`src/midi_to_usb_event_parser_defines.svh`:
```
// Assertion macros shared by the MIDI to USB-MIDI event parser RTL.
// Needs a clock named clk and an active-low reset named rst_n in scope.
`ifndef MIDI_TO_USB_EVENT_PARSER_DEFINES_SVH
`define MIDI_TO_USB_EVENT_PARSER_DEFINES_SVH

// Same-cycle implication, checked outside reset.
`define M2U_ASSERT_IMP(label, ante, cons) \
  label: assert property (@(posedge clk) disable iff (!rst_n) (ante) |-> (cons)) \
    else $error("m2u assertion failed");

// Next-cycle implication, checked outside reset.
`define M2U_ASSERT_NXT(label, ante, cons) \
  label: assert property (@(posedge clk) disable iff (!rst_n) (ante) |=> (cons)) \
    else $error("m2u assertion failed");

`endif

```
`src/m2u_pkg.sv`:
```
// Types and constants of the MIDI to USB-MIDI event parser.
// No dependencies; used by m2u_core and the top level.
`default_nettype none

package m2u_pkg;

  typedef enum logic [1:0] {
    FUNC_BYTE = 2'd0,
    FUNC_TICK = 2'd1,
    FUNC_DONE = 2'd2,
    FUNC_READ = 2'd3
  } func_t;

  // MIDI status bytes.
  localparam logic [7:0] ST_SYSEX    = 8'hF0;
  localparam logic [7:0] ST_MTC      = 8'hF1;
  localparam logic [7:0] ST_SONG_POS = 8'hF2;
  localparam logic [7:0] ST_SONG_SEL = 8'hF3;
  localparam logic [7:0] ST_UNDEF_F4 = 8'hF4;
  localparam logic [7:0] ST_UNDEF_F5 = 8'hF5;
  localparam logic [7:0] ST_TUNE     = 8'hF6;
  localparam logic [7:0] ST_EOX      = 8'hF7;
  localparam logic [7:0] ST_CLOCK    = 8'hF8;
  localparam logic [7:0] ST_UNDEF_F9 = 8'hF9;
  localparam logic [7:0] ST_START    = 8'hFA;
  localparam logic [7:0] ST_CONT     = 8'hFB;
  localparam logic [7:0] ST_STOP     = 8'hFC;
  localparam logic [7:0] ST_UNDEF_FD = 8'hFD;
  localparam logic [7:0] ST_SENSE    = 8'hFE;
  localparam logic [7:0] ST_RESET    = 8'hFF;

  // Status high nibbles.
  localparam logic [3:0] HI_NOTE_ON  = 4'h9;
  localparam logic [3:0] HI_PROGRAM  = 4'hC;
  localparam logic [3:0] HI_PRESSURE = 4'hD;

  // USB-MIDI code index numbers.
  localparam logic [3:0] CIN_2BYTE_COMMON = 4'h2;
  localparam logic [3:0] CIN_3BYTE_COMMON = 4'h3;
  localparam logic [3:0] CIN_1BYTE_COMMON = 4'h5;
  localparam logic [3:0] CIN_SYSEX        = 4'h7;
  localparam logic [3:0] CIN_NOTE_OFF     = 4'h8;
  localparam logic [3:0] CIN_SINGLE_BYTE  = 4'hF;

  localparam logic [31:0] SYSEX_ID_FLAG     = 32'h8000_0000;
  localparam logic [31:0] SENSE_SLACK       = 32'd4;
  localparam logic [31:0] SENSE_TIMEOUT_RST = 32'd1000;

  typedef struct packed {
    func_t       func;
    logic        cable;
    logic [7:0]  midi_byte;
    logic [31:0] now;
    logic [5:0]  sysex_index;
  } item_t;

  typedef struct packed {
    logic        event_valid;
    logic        event_cable;
    logic [3:0]  code_index;
    logic [7:0]  midi0;
    logic [7:0]  midi1;
    logic [7:0]  midi2;
    logic [31:0] stamp;
    logic        sense_lost;
    logic        sysex_rd;   // sysex_data comes from the store
  } result_t;

  typedef struct packed {
    logic [31:0] last_time;
    logic [7:0]  running_status;
    logic [3:0]  code_index_cur;
    logic [6:0]  first_data;
    logic [1:0]  bytes_expected;
    logic [6:0]  bytes_count;
    logic        sense_flag;
    logic [31:0] sysex_id;
  } cable_state_t;

endpackage

`default_nettype wire

```
`src/m2u_sysex_mem.sv`:
```
// Sysex byte store: one write port, one registered read port.
// No dependencies.
`default_nettype none

module m2u_sysex_mem #(
  parameter int DEPTH = 128,
  parameter int AW    = 7
) (
  input  wire logic          clk,
  input  wire logic          wr_en,
  input  wire logic [AW-1:0] wr_addr,
  input  wire logic [7:0]    wr_data,
  input  wire logic          rd_en,
  input  wire logic [AW-1:0] rd_addr,
  output logic      [7:0]    rd_data
);

  logic [7:0] mem [DEPTH];

  always_ff @(posedge clk) begin
    if (wr_en) begin
      mem[wr_addr] <= wr_data;
    end
  end

  always_ff @(posedge clk) begin
    if (rd_en) begin
      rd_data <= mem[rd_addr];
    end
  end

endmodule

`default_nettype wire

```
`src/m2u_core.sv`:
```
// Per-cable MIDI receive state and the decode of one item into one result.
// Depends on m2u_pkg; drives the sysex store write and read ports.
`default_nettype none

module m2u_core #(
  parameter int SYSEX_DEPTH = 64,
  parameter int AW          = 7
) (
  input  wire logic             clk,
  input  wire logic             rst_n,
  input  wire logic             step,
  input  wire m2u_pkg::item_t   item,
  input  wire logic [31:0]      sense_timeout,
  output m2u_pkg::result_t      res,
  output logic                  mem_we,
  output logic                  mem_re,
  output logic [AW-1:0]         mem_addr,
  output logic [7:0]            mem_wdata
);

  m2u_pkg::cable_state_t st_r   [2];
  m2u_pkg::cable_state_t st_nxt [2];
  m2u_pkg::cable_state_t cur;

  logic [6:0]  cnt_inc;
  logic [7:0]  sb;
  logic [3:0]  cin;
  logic [31:0] age0;
  logic [31:0] age1;
  logic        lost0;
  logic        lost1;
  logic        we_c;
  logic        re_c;
  logic [6:0]  offset;
  logic [7:0]  addr_full;

  function automatic m2u_pkg::cable_state_t clear_rx(input m2u_pkg::cable_state_t s);
    m2u_pkg::cable_state_t r;
    r = s;
    r.code_index_cur = 4'd0;
    r.running_status = 8'd0;
    r.bytes_expected = 2'd0;
    r.bytes_count    = 7'd0;
    return r;
  endfunction

  function automatic m2u_pkg::cable_state_t expect_msg(input m2u_pkg::cable_state_t s,
                                                       input logic [3:0] c,
                                                       input logic [7:0] status,
                                                       input logic [1:0] n);
    m2u_pkg::cable_state_t r;
    r = s;
    r.code_index_cur = c;
    r.running_status = status;
    r.bytes_expected = n;
    r.bytes_count    = 7'd0;
    return r;
  endfunction

  assign age0  = item.now - st_r[0].last_time + m2u_pkg::SENSE_SLACK;
  assign age1  = item.now - st_r[1].last_time + m2u_pkg::SENSE_SLACK;
  assign lost0 = st_r[0].sense_flag && (age0 > sense_timeout);
  assign lost1 = st_r[1].sense_flag && (age1 > sense_timeout);

  always_comb begin
    st_nxt  = st_r;
    res     = '0;
    we_c    = 1'b0;
    re_c    = 1'b0;
    offset  = {1'b0, item.sysex_index};
    cur     = st_r[item.cable];
    cnt_inc = cur.bytes_count + 7'd1;
    sb      = cur.running_status;
    cin     = cur.code_index_cur;

    unique case (item.func)
      m2u_pkg::FUNC_BYTE: begin
        cur.last_time = item.now;
        if (item.midi_byte[7]) begin
          cur.sense_flag = 1'b1;
          unique case (item.midi_byte) inside
            m2u_pkg::ST_CLOCK, m2u_pkg::ST_START, m2u_pkg::ST_CONT,
            m2u_pkg::ST_STOP, m2u_pkg::ST_RESET: begin
              res.event_valid = 1'b1;
              res.event_cable = item.cable;
              res.code_index  = m2u_pkg::CIN_SINGLE_BYTE;
              res.midi0       = item.midi_byte;
              res.stamp       = item.now;
              if (item.midi_byte == m2u_pkg::ST_RESET) begin
                cur = clear_rx(cur);
              end
            end
            m2u_pkg::ST_SENSE, m2u_pkg::ST_UNDEF_F9, m2u_pkg::ST_UNDEF_FD: begin
            end
            m2u_pkg::ST_SYSEX: begin
              if (cur.sysex_id == 32'd0) begin
                cur.sysex_id = item.now | m2u_pkg::SYSEX_ID_FLAG;
                cur = expect_msg(cur, m2u_pkg::CIN_SYSEX, m2u_pkg::ST_SYSEX, 2'd2);
              end else begin
                cur = clear_rx(cur);
              end
            end
            m2u_pkg::ST_SONG_POS: begin
              cur = expect_msg(cur, m2u_pkg::CIN_3BYTE_COMMON, item.midi_byte, 2'd2);
            end
            m2u_pkg::ST_MTC, m2u_pkg::ST_SONG_SEL: begin
              cur = expect_msg(cur, m2u_pkg::CIN_2BYTE_COMMON, item.midi_byte, 2'd1);
            end
            m2u_pkg::ST_UNDEF_F4, m2u_pkg::ST_UNDEF_F5: begin
              cur = clear_rx(cur);
            end
            m2u_pkg::ST_TUNE: begin
              res.event_valid = 1'b1;
              res.event_cable = item.cable;
              res.code_index  = m2u_pkg::CIN_1BYTE_COMMON;
              res.midi0       = item.midi_byte;
              res.stamp       = item.now;
              cur = clear_rx(cur);
            end
            m2u_pkg::ST_EOX: begin
              if (cur.running_status == m2u_pkg::ST_SYSEX && cur.bytes_count != 7'd0) begin
                res.event_valid = 1'b1;
                res.event_cable = item.cable;
                res.code_index  = m2u_pkg::CIN_SYSEX;
                res.midi0       = m2u_pkg::ST_SYSEX;
                res.midi1       = {1'b0, cur.bytes_count};
                res.midi2       = m2u_pkg::ST_EOX;
                res.stamp       = cur.sysex_id;
              end
              cur = clear_rx(cur);
            end
            default: begin
              // Channel voice messages: program change and channel pressure
              // carry one data byte, the rest carry two.
              if (item.midi_byte[7:4] == m2u_pkg::HI_PROGRAM ||
                  item.midi_byte[7:4] == m2u_pkg::HI_PRESSURE) begin
                cur = expect_msg(cur, item.midi_byte[7:4], item.midi_byte, 2'd1);
              end else begin
                cur = expect_msg(cur, item.midi_byte[7:4], item.midi_byte, 2'd2);
              end
            end
          endcase
        end else if (cur.running_status == m2u_pkg::ST_SYSEX) begin
          if (cur.bytes_count >= 7'(SYSEX_DEPTH)) begin
            cur = clear_rx(cur);
          end else begin
            we_c            = 1'b1;
            offset          = cur.bytes_count;
            cur.bytes_count = cnt_inc;
          end
        end else if (cur.bytes_expected != 2'd0) begin
          if (cnt_inc != {5'd0, cur.bytes_expected}) begin
            cur.bytes_count = cnt_inc;
            cur.first_data  = item.midi_byte[6:0];
          end else begin
            // Note-on with velocity zero goes out as note-off.
            if (sb[7:4] == m2u_pkg::HI_NOTE_ON && item.midi_byte == 8'd0) begin
              cin   = m2u_pkg::CIN_NOTE_OFF;
              sb[4] = 1'b0;
            end
            res.event_valid = 1'b1;
            res.event_cable = item.cable;
            res.code_index  = cin;
            res.midi0       = sb;
            res.stamp       = item.now;
            if (cur.bytes_expected == 2'd2) begin
              res.midi1 = {1'b0, cur.first_data};
              res.midi2 = item.midi_byte;
            end else begin
              res.midi1 = item.midi_byte;
            end
            if (cur.code_index_cur == m2u_pkg::CIN_3BYTE_COMMON ||
                cur.code_index_cur == m2u_pkg::CIN_2BYTE_COMMON) begin
              cur = clear_rx(cur);
            end else begin
              cur.bytes_count = 7'd0;
            end
          end
        end
        st_nxt[item.cable] = cur;
      end
      m2u_pkg::FUNC_TICK: begin
        // Cable 0 first; cable 1 is looked at only when cable 0 has not timed out.
        if (lost0) begin
          st_nxt[0]            = clear_rx(st_r[0]);
          st_nxt[0].sense_flag = 1'b0;
          st_nxt[0].sysex_id   = 32'd0;
          res.sense_lost       = 1'b1;
        end else if (lost1) begin
          st_nxt[1]            = clear_rx(st_r[1]);
          st_nxt[1].sense_flag = 1'b0;
          st_nxt[1].sysex_id   = 32'd0;
          res.sense_lost       = 1'b1;
        end
      end
      m2u_pkg::FUNC_DONE: begin
        st_nxt[item.cable].sysex_id = 32'd0;
      end
      m2u_pkg::FUNC_READ: begin
        if ({1'b0, item.sysex_index} < 7'(SYSEX_DEPTH)) begin
          re_c         = 1'b1;
          res.sysex_rd = 1'b1;
        end
      end
      default: begin
      end
    endcase
  end

  // Each cable owns a window of SYSEX_DEPTH entries in the store.
  assign addr_full = {1'b0, offset} + (item.cable ? 8'(SYSEX_DEPTH) : 8'd0);
  assign mem_addr  = addr_full[AW-1:0];
  assign mem_wdata = item.midi_byte;
  assign mem_we    = step && we_c;
  assign mem_re    = step && re_c;

  always_ff @(posedge clk) begin
    if (!rst_n) begin
      st_r[0] <= '0;
      st_r[1] <= '0;
    end else if (step) begin
      st_r[0] <= st_nxt[0];
      st_r[1] <= st_nxt[1];
    end
  end

endmodule

`default_nettype wire

```
`src/midi_to_usb_event_parser.sv`:
```
// Top level of the two-cable MIDI 1.0 to USB-MIDI event packet parser.
// Depends on m2u_pkg, m2u_core, m2u_sysex_mem and the assertion header.
`default_nettype none

// The parser takes one item per clock while out_tready does not hold it back,
// and gives exactly one result per item, in order. An item waits in the input
// register, where the per-cable receive state is read, decoded and written
// back, and its result is loaded into the output register once that register
// can take it. The sustained rate is one item per cycle, set by that
// read-modify-write of the cable state within the input stage and by the
// registered read of the sysex store. The input register and the output
// register are separate stages, so a new item is taken while a result still
// waits for out_tready; the input side stalls only once both stages are full.
// The sysex store holds 2 * SYSEX_DEPTH bytes, one window per cable, and needs
// no clearing after reset: a read of a never-written byte returns whatever
// the memory holds. The sense_timeout register is written through the cfg
// channel, which is always ready; write it only while the parser is idle.

`include "midi_to_usb_event_parser_defines.svh"

module midi_to_usb_event_parser #(
  parameter int SYSEX_DEPTH = 64
) (
  input  wire logic        clk,
  input  wire logic        rst_n,
  // Input items.
  input  wire logic        in_tvalid,
  output logic             in_tready,
  input  wire logic [47:0] in_tdata,   // midi_byte[7:0], now[39:8], sysex_index[45:40]
  input  wire logic [2:0]  in_tuser,   // func[1:0], cable[2]
  // Result items.
  output logic             out_tvalid,
  input  wire logic        out_tready,
  output logic [71:0]      out_tdata,  // event_cable[0], code_index[4:1], midi0[12:5],
                                       // midi1[20:13], midi2[28:21], stamp[60:29],
                                       // sysex_data[68:61]
  output logic [1:0]       out_tuser,  // event_valid[0], sense_lost[1]
  // Configuration: sense_timeout.
  input  wire logic        cfg_valid,
  output logic             cfg_ready,
  input  wire logic [31:0] cfg_data
);

  localparam int STORE_DEPTH = 2 * SYSEX_DEPTH;
  localparam int AW          = $clog2(STORE_DEPTH);

  logic             s1_valid_r;
  logic             s1_valid_nxt;
  m2u_pkg::item_t   s1_item_r;
  logic             out_valid_r;
  logic             out_valid_nxt;
  m2u_pkg::result_t out_res_r;
  m2u_pkg::result_t res;
  logic [31:0]      sense_timeout_r;
  logic             advance;
  logic             step;
  logic             in_xfer;
  logic             mem_we;
  logic             mem_re;
  logic [AW-1:0]    mem_addr;
  logic [7:0]       mem_wdata;
  logic [7:0]       mem_rdata;

  // The output register can take a new result when it is empty or its
  // result is transferred in this cycle.
  assign advance   = !out_valid_r || out_tready;
  assign step      = s1_valid_r && advance;
  assign in_tready = !s1_valid_r || advance;
  assign in_xfer   = in_tvalid && in_tready;
  assign cfg_ready = 1'b1;

  assign s1_valid_nxt  = in_xfer || (s1_valid_r && !advance);
  assign out_valid_nxt = step || (out_valid_r && !out_tready);

  always_ff @(posedge clk) begin
    if (!rst_n) begin
      s1_valid_r      <= 1'b0;
      out_valid_r     <= 1'b0;
      sense_timeout_r <= m2u_pkg::SENSE_TIMEOUT_RST;
    end else begin
      s1_valid_r  <= s1_valid_nxt;
      out_valid_r <= out_valid_nxt;
      if (cfg_valid) begin
        sense_timeout_r <= cfg_data;
      end
    end
  end

  always_ff @(posedge clk) begin
    if (in_xfer) begin
      s1_item_r.func        <= m2u_pkg::func_t'(in_tuser[1:0]);
      s1_item_r.cable       <= in_tuser[2];
      s1_item_r.midi_byte   <= in_tdata[7:0];
      s1_item_r.now         <= in_tdata[39:8];
      s1_item_r.sysex_index <= in_tdata[45:40];
    end
    if (step) begin
      out_res_r <= res;
    end
  end

  m2u_core #(
    .SYSEX_DEPTH (SYSEX_DEPTH),
    .AW          (AW)
  ) u_core (
    .clk           (clk),
    .rst_n         (rst_n),
    .step          (step),
    .item          (s1_item_r),
    .sense_timeout (sense_timeout_r),
    .res           (res),
    .mem_we        (mem_we),
    .mem_re        (mem_re),
    .mem_addr      (mem_addr),
    .mem_wdata     (mem_wdata)
  );

  // The read data register loads at the same edge as the result register.
  m2u_sysex_mem #(
    .DEPTH (STORE_DEPTH),
    .AW    (AW)
  ) u_sysex_mem (
    .clk     (clk),
    .wr_en   (mem_we),
    .wr_addr (mem_addr),
    .wr_data (mem_wdata),
    .rd_en   (mem_re),
    .rd_addr (mem_addr),
    .rd_data (mem_rdata)
  );

  assign out_tvalid = out_valid_r;
  assign out_tuser  = {out_res_r.sense_lost, out_res_r.event_valid};
  assign out_tdata  = {3'd0,
                       (out_res_r.sysex_rd ? mem_rdata : 8'd0),
                       out_res_r.stamp,
                       out_res_r.midi2,
                       out_res_r.midi1,
                       out_res_r.midi0,
                       out_res_r.code_index,
                       out_res_r.event_cable};

  // A result only appears after an item was waiting in the input stage.
  `M2U_ASSERT_IMP(a_result_from_item, $rose(out_valid_r), $past(s1_valid_r))
  // A stalled input stage keeps its item.
  `M2U_ASSERT_NXT(a_stall_keeps_item, s1_valid_r && !in_tready, s1_valid_r)
  // No result carries an event packet along with a lost-sense flag.
  `M2U_ASSERT_IMP(a_event_or_lost, out_valid_r,
                  !(out_res_r.event_valid && out_res_r.sense_lost))
  // A buffer read never comes with an event packet.
  `M2U_ASSERT_IMP(a_read_no_event, out_valid_r && out_res_r.event_valid,
                  !out_res_r.sysex_rd)

endmodule

`default_nettype wire

```
`config.mk`:
```
export PLATFORM = sky130hd
export DESIGN_NAME = midi_to_usb_event_parser
export DESIGN_NICKNAME = d
export VERILOG_FILES = /design/src/m2u_pkg.sv /design/src/m2u_sysex_mem.sv /design/src/m2u_core.sv /design/src/midi_to_usb_event_parser.sv
export VERILOG_INCLUDE_DIRS = /design/src /design/src/src
export SDC_FILE = /design/constraint.sdc
export NUM_CORES = 2
export LEC_CHECK = 0
export ABC_AREA = 1
export CORE_ASPECT_RATIO = 0.6
export CORE_MARGIN = 1
export CORE_UTILIZATION = 36
export CTS_BUF_LIST = sky130_fd_sc_hd__clkbuf_4 sky130_fd_sc_hd__clkbuf_8 sky130_fd_sc_hd__clkbuf_16
export CTS_CLUSTER_DIAMETER = 40
export DETAILED_ROUTE_END_ITERATION = 10
export DONT_BUFFER_PORTS = 1
export PLACE_DENSITY = 0.5
export SYNTH_ARGS = -nofsm -noshare
export SYNTH_HDL_FRONTEND = slang
export SYNTH_SLANG_ARGS = --single-unit
```
`constraint.sdc`:
```
create_clock -name clk -period 16 [get_ports clk]
set_clock_uncertainty 0.15 [all_clocks]
set_input_delay 3.2 -clock clk [delete_from_list [all_inputs] [get_ports clk]]
set_output_delay 3.2 -clock clk [all_outputs]
set_load 0.05 [all_outputs]
```
After elaboration in Yosys (flattened, before gate mapping)
Memories as Yosys holds them, arrays and structs flattened. A register that Yosys moved wholly into a read port is not among the register bits.
Index checks and enable logic that the tools add are counted.
Word-level totals
  bits of input ports: 88
  bits in read-only memories: 0
  output and inout port bits: 77
  memories kept: 1
  flip-flop bits (word level): 333
  RAM bits: 1024
  latch bits: 0
  logic and storage cells: 168
Memory list
  u_sysex_mem.mem: words 128, width 8, read ports 1, clocked after memory_dff 1, write ports 1, RTL line m2u_sysex_mem.sv:18  | logic [7:0] mem [DEPTH];
Operators by class
  reductions and logical operators: 36
  multipliers: 0
  magnitude comparators: 5
  add/subtract/negate cells: 6
  bitwise logic cells: 2
  mux-type cells: 55
  divide/modulo/power cells: 0
  shift-type cells: 0
  equal/unequal tests: 30
Operators by type and width (count)
  $mux W61: 11
  $pmux W186 S3: 1
  $bwmux W186: 2
  $pmux W61 S6: 1
  $mux W62: 5
  $demux W93 S1: 2
  $mux W93: 2
  $eq A8 B8 Y1 const B: 17
  $mux W7: 10
  $add A32 B3 Y32 const B: 2
  $gt A32 B32 Y1: 2
  $pmux W32 S2: 1
  $sub A32 B32 Y32: 2
  $mux W21: 2
  $mux W42: 1
  $pmux W14 S3: 1
  $logic_not A32 Y1: 1
  $mux W32: 1
  $mux W16: 1
  $eq A4 B4 Y1 const B: 3
  $mux W12: 1
  $logic_and A1 B1 Y1: 11
  $mux W1: 10
  $eq A4 B2 Y1 const B: 2
  other kinds (29): 42

Longest topological paths before layout
  depth after elaboration: 14
  mapped depth: 37
  mapped depth without buffers: 36

Modules after synthesis
Synthesis repeated with hierarchy kept, for this count alone.
Unflattened totals
  cell total of the unflattened synthesis: 6640
  area total of the unflattened synthesis: 64491.9 um^2
Modules (own cells, without submodules)
  m2u_sysex_mem: area each 42184.2 um^2, times used 1, cells an instance 3575, sequential area each 30989.7 um^2
  m2u_core: area each 17161.5 um^2, times used 1, cells an instance 2715, sequential area each 3723.6 um^2
  midi_to_usb_event_parser: area each 5146.2 um^2, times used 1, cells an instance 350, sequential area each 4073.9 um^2

Worst setup path after synthesis
No wires, ideal clock.
  path type: input -> output
  start: input port out_tready
  end: output port in_tready
  data arrival time: 3.661 ns
  path slack: 8.989 ns
  cell stages on the path: 2
  path buffers: 0
  required time: 12.650 ns
  cell sequence: inv_1 > nand3_1
On the way
  longest elaborated chain between the ends: 2
Ends and longest elaborated chain
  from (decl): RTL line midi_to_usb_event_parser.sv:33  | input wire logic out_tready,
  $logic_or A1 B1 Y1: RTL line midi_to_usb_event_parser.sv:66  | assign advance = !out_valid_r || out_tready;
  $logic_or A1 B1 Y1: RTL line midi_to_usb_event_parser.sv:68  | assign in_tready = !s1_valid_r || advance;
  to (decl): RTL line midi_to_usb_event_parser.sv:28  | output logic in_tready,
No other way between the ends.

==> impl_metrics.json <==
{
  "run_status": "finished, final reports clean",
  "worstRegToRegCells": 33,
  "post-route-worst-setup-slack_ns": 7.61,
  "post_layout_nonfiller_instances": 9684,
  "most_used_cells_in_the_layout_excluding_fill_and_tap_cells": "sky130_fd_sc_hd__nand2_1, sky130_fd_sc_hd__edfxtp_1, sky130_fd_sc_hd__nand3_1, sky130_fd_sc_hd__nor2_1, sky130_fd_sc_hd__inv_1",
  "grt_pass1_wl_microns": 310000,
  "place_congestion": 0.894,
  "power-per-cell-area_nw_per_um2": 117,
  "critical_path_peak_fanout": 50,
  "first_global_vias": 46000,
  "synthesis.area_per_instance_sq_um": 8.96,
  "cts_tree": "built",
  "cp-start-kind": "flop",
  "final_layout_size_suffix_gt1_share_pct": 5.49,
  "hpwlAfterDp_microns": 133000,
  "cts_sinks": 1364,
  "startpoint_of_the_worst_register_to_register_path": "s1_item_r[6]$_DFFE_PP_",
  "synth_top_area_share_pct": 52.1,
  "synth_area_sq_um": 65900,
  "drt.antenna.violating_nets": 0,
  "routed_wirelength_microns": 211000,
  "cts.htree.levels": 4,
  "cts_hold_repair.buffers": 0,
  "seq_area_frac_synth_pct": 58.8,
  "worst_pin_slew_ns": 1.30,
  "finalHoldViolations": 0,
  "final-max-slew-violation-count": 0,
  "rows": 121,
  "critical_path_required_ns": 16.57,
  "areaGrowthSynthToFinish_pct": 10.4,
  "ioPinCount": 165,
  "cp_slowest_stage_delay_ns": 0.81,
  "track_usage_pct": 22.3,
  "critical-path-slowest-cell": "sky130_fd_sc_hd__inv_1",
  "worst_skew_pair.late_latency_ns": 0.83,
  "layout_commonest_cell": "sky130_fd_sc_hd__nand2_1",
  "initialDrtViolationCount": 5466,
  "synth_cells": 7353,
  "layout.core_utilization_pct": 40.1,
  "buffer_ports.inserted": 0,
  "drt_first_pass_iters": 6,
  "period_needed_ns": 8.39,
  "edff_count_synth": 1144,
  "setup.worst_path.end_class": "flop",
  "grt_setup_unrepaired": "no",
  "vias_per_cell": 5.16,
  "max_cap_violations": 0,
  "worstHoldPathCells": 2,
  "drt_drc_violations_left": 0,
  "cts_root_buffer": "sky130_fd_sc_hd__clkbuf_16",
  "start_util_pct": 36.3,
  "cts-resized-gates": 0,
  "dpl_cell_area_sq_um": 67500,
  "dp_cells": 9399,
  "ys.flop_type": "sky130_fd_sc_hd__edfxtp_1",
  "clk_pin_slew_worst_paths_ns": 0.06,
  "cp_data_arrival_time_ns": 8.96,
  "async_reset_ff_share_pct": 0,
  "post_synth_main_area_contributors": "sky130_fd_sc_hd__edfxtp_1, sky130_fd_sc_hd__nand2_1, sky130_fd_sc_hd__dfxtp_1",
  "r2r_setup_slack_ns": 7.61,
  "grt_start_max_net_pins": 185,
  "postLayoutCellArea_sq_um": 72700,
  "vdd.ir_drop.worst_mv": 0.0810,
  "max-clock-path-buffers": 4,
  "finish.net_count": 7448,
  "number_of_post_cts_setup_repair_buffers": 0,
  "design.core.area_sq_um": 182000,
  "timing.slew.headroom_pct": 13.0,
  "dr_total_vias": 50000,
  "die-area_sq_um": 185000,
  "cts_made_buffers": 162,
  "setup_tns_ns": 0,
  "die_height_microns": 333,
  "timing.critical_path.mode_cell": "sky130_fd_sc_hd__nand2_1",
  "worst_setup_path_type": "reg2reg",
  "max_freq_mhz": 119,
  "finalCritPeriodShare_pct": 52.4,
  "synth.yosys.warnings": 0,
  "hp-class": "reg2reg",
  "preCtsSetupSlack_ns": 8.00,
  "static-leakage-power_nw": 29.5,
  "setup_violations": 0,
  "yosysUniqueCellTypes": 54,
  "die_width_microns": 554,
  "post_drt_wl_per_cell_microns": 21.7,
  "synth-seq-cells": 1364,
  "antenna_found_initial": 16,
  "synth_largest_area_cell": "sky130_fd_sc_hd__edfxtp_1",
  "grt_overflow": 0
}
routing by layer:
metal	share of wire (%)	vias to the layer above	wire length, microns	GRT usage (%)
li1	-	23800	-	-
met1	51	24000	107000	36.5
met2	38	1867	79700	28.8
met3	9.8	226	20700	5.90
met4	1.3	12	2790	3.72
met5	0.10	-	215	0.594
cells by family after synthesis:
kind of cell | Yosys count | synth area share [%]
flops | 1364 | 58.8
mux | 4 | 0.0608
simple gates | 4139 | 24.8
other cells | 2 | 0.0114
compound gates | 693 | 5.83
fa+ha+maj | 195 | 3.73
buf+inv | 891 | 5.91
xor+xnor | 65 | 0.864
Yosys cell counts (5+ instances only):
master / n
sky130_fd_sc_hd__nand2_1: 3114
sky130_fd_sc_hd__edfxtp_1: 1144
sky130_fd_sc_hd__nor2_1: 477
sky130_fd_sc_hd__nand3_1: 472
sky130_fd_sc_hd__inv_1: 431
sky130_fd_sc_hd__a21oi_1: 260
sky130_fd_sc_hd__dfxtp_1: 220
sky130_fd_sc_hd__o21ai_0: 220
sky130_fd_sc_hd__clkbuf_1: 214
sky130_fd_sc_hd__ha_1: 193
sky130_fd_sc_hd__buf_2: 117
sky130_fd_sc_hd__o22ai_1: 103
sky130_fd_sc_hd__buf_4: 87
sky130_fd_sc_hd__xor2_1: 44
sky130_fd_sc_hd__nor3_1: 23
sky130_fd_sc_hd__nand4_1: 22
sky130_fd_sc_hd__o21ai_1: 21
sky130_fd_sc_hd__xnor2_1: 21
sky130_fd_sc_hd__buf_1: 19
sky130_fd_sc_hd__a31oi_1: 14
sky130_fd_sc_hd__o21a_1: 14
sky130_fd_sc_hd__nor4_1: 12
sky130_fd_sc_hd__buf_6: 10
sky130_fd_sc_hd__inv_2: 10
sky130_fd_sc_hd__a21boi_0: 9
sky130_fd_sc_hd__o2111ai_1: 7
sky130_fd_sc_hd__a22oi_1: 6
sky130_fd_sc_hd__o211ai_1: 6
sky130_fd_sc_hd__a211oi_1: 5
sky130_fd_sc_hd__a21o_1: 5
sky130_fd_sc_hd__o21bai_1: 5
where the power goes:
| part | switching, mW | total (mW) | internal, mW |
|---|---|---|---|
| Sequential | 0.0578 | 3.94 | 3.88 |
| Combinational | 0.631 | 0.866 | 0.235 |
| Clock | 1.56 | 3.68 | 2.12 |
worst max-delay path by stage:
stage                                 from         to  cells past startpoint  slack (ns)
CTS                 s1_item_r[6]$_DFFE_PP_       flop                     33        7.95
detailed placement  s1_item_r[6]$_DFFE_PP_       flop                     33        8.00
global placement    s1_item_r[6]$_DFFE_PP_       flop                     33        8.08
floorplan                       out_tready  in_tready                      2        8.99
global route        s1_item_r[6]$_DFFE_PP_       flop                     33        7.21
finish              s1_item_r[6]$_DFFE_PP_       flop                     33        7.61
stage by stage:
step / total power, mW / hold WS, ns
after detailed placement: 4.86 / 0.299
after CTS: 8.53 / 0.309
after global routing: 8.78 / 0.325
final: 8.49 / 0.308
after floorplan: 4.57 / 0.286
after global placement: 4.85 / 0.294
critical path: cells and delay by family, from the launching register on:
family          cells  cell delay [ns]
flops               1             0.70
fa+ha+maj           4             1.15
compound gates      8             2.34
simple gates       15             2.35
buf+inv             6             1.55
area by class of cell:
class | count | area (sq um)
Fill cell | 17900 | 109000
Sequential cell | 1364 | 38800
Multi-Input combinational cell | 5101 | 23300
Clock buffer | 188 | 4330
Tap cell | 2398 | 3000
Inverter | 444 | 1680
Clock inverter | 96 | 908
Timing Repair Buffer | 92 | 753
Antenna cell | 1 | 2.50
No activity file was read; power rests on OpenSTA's default activity.
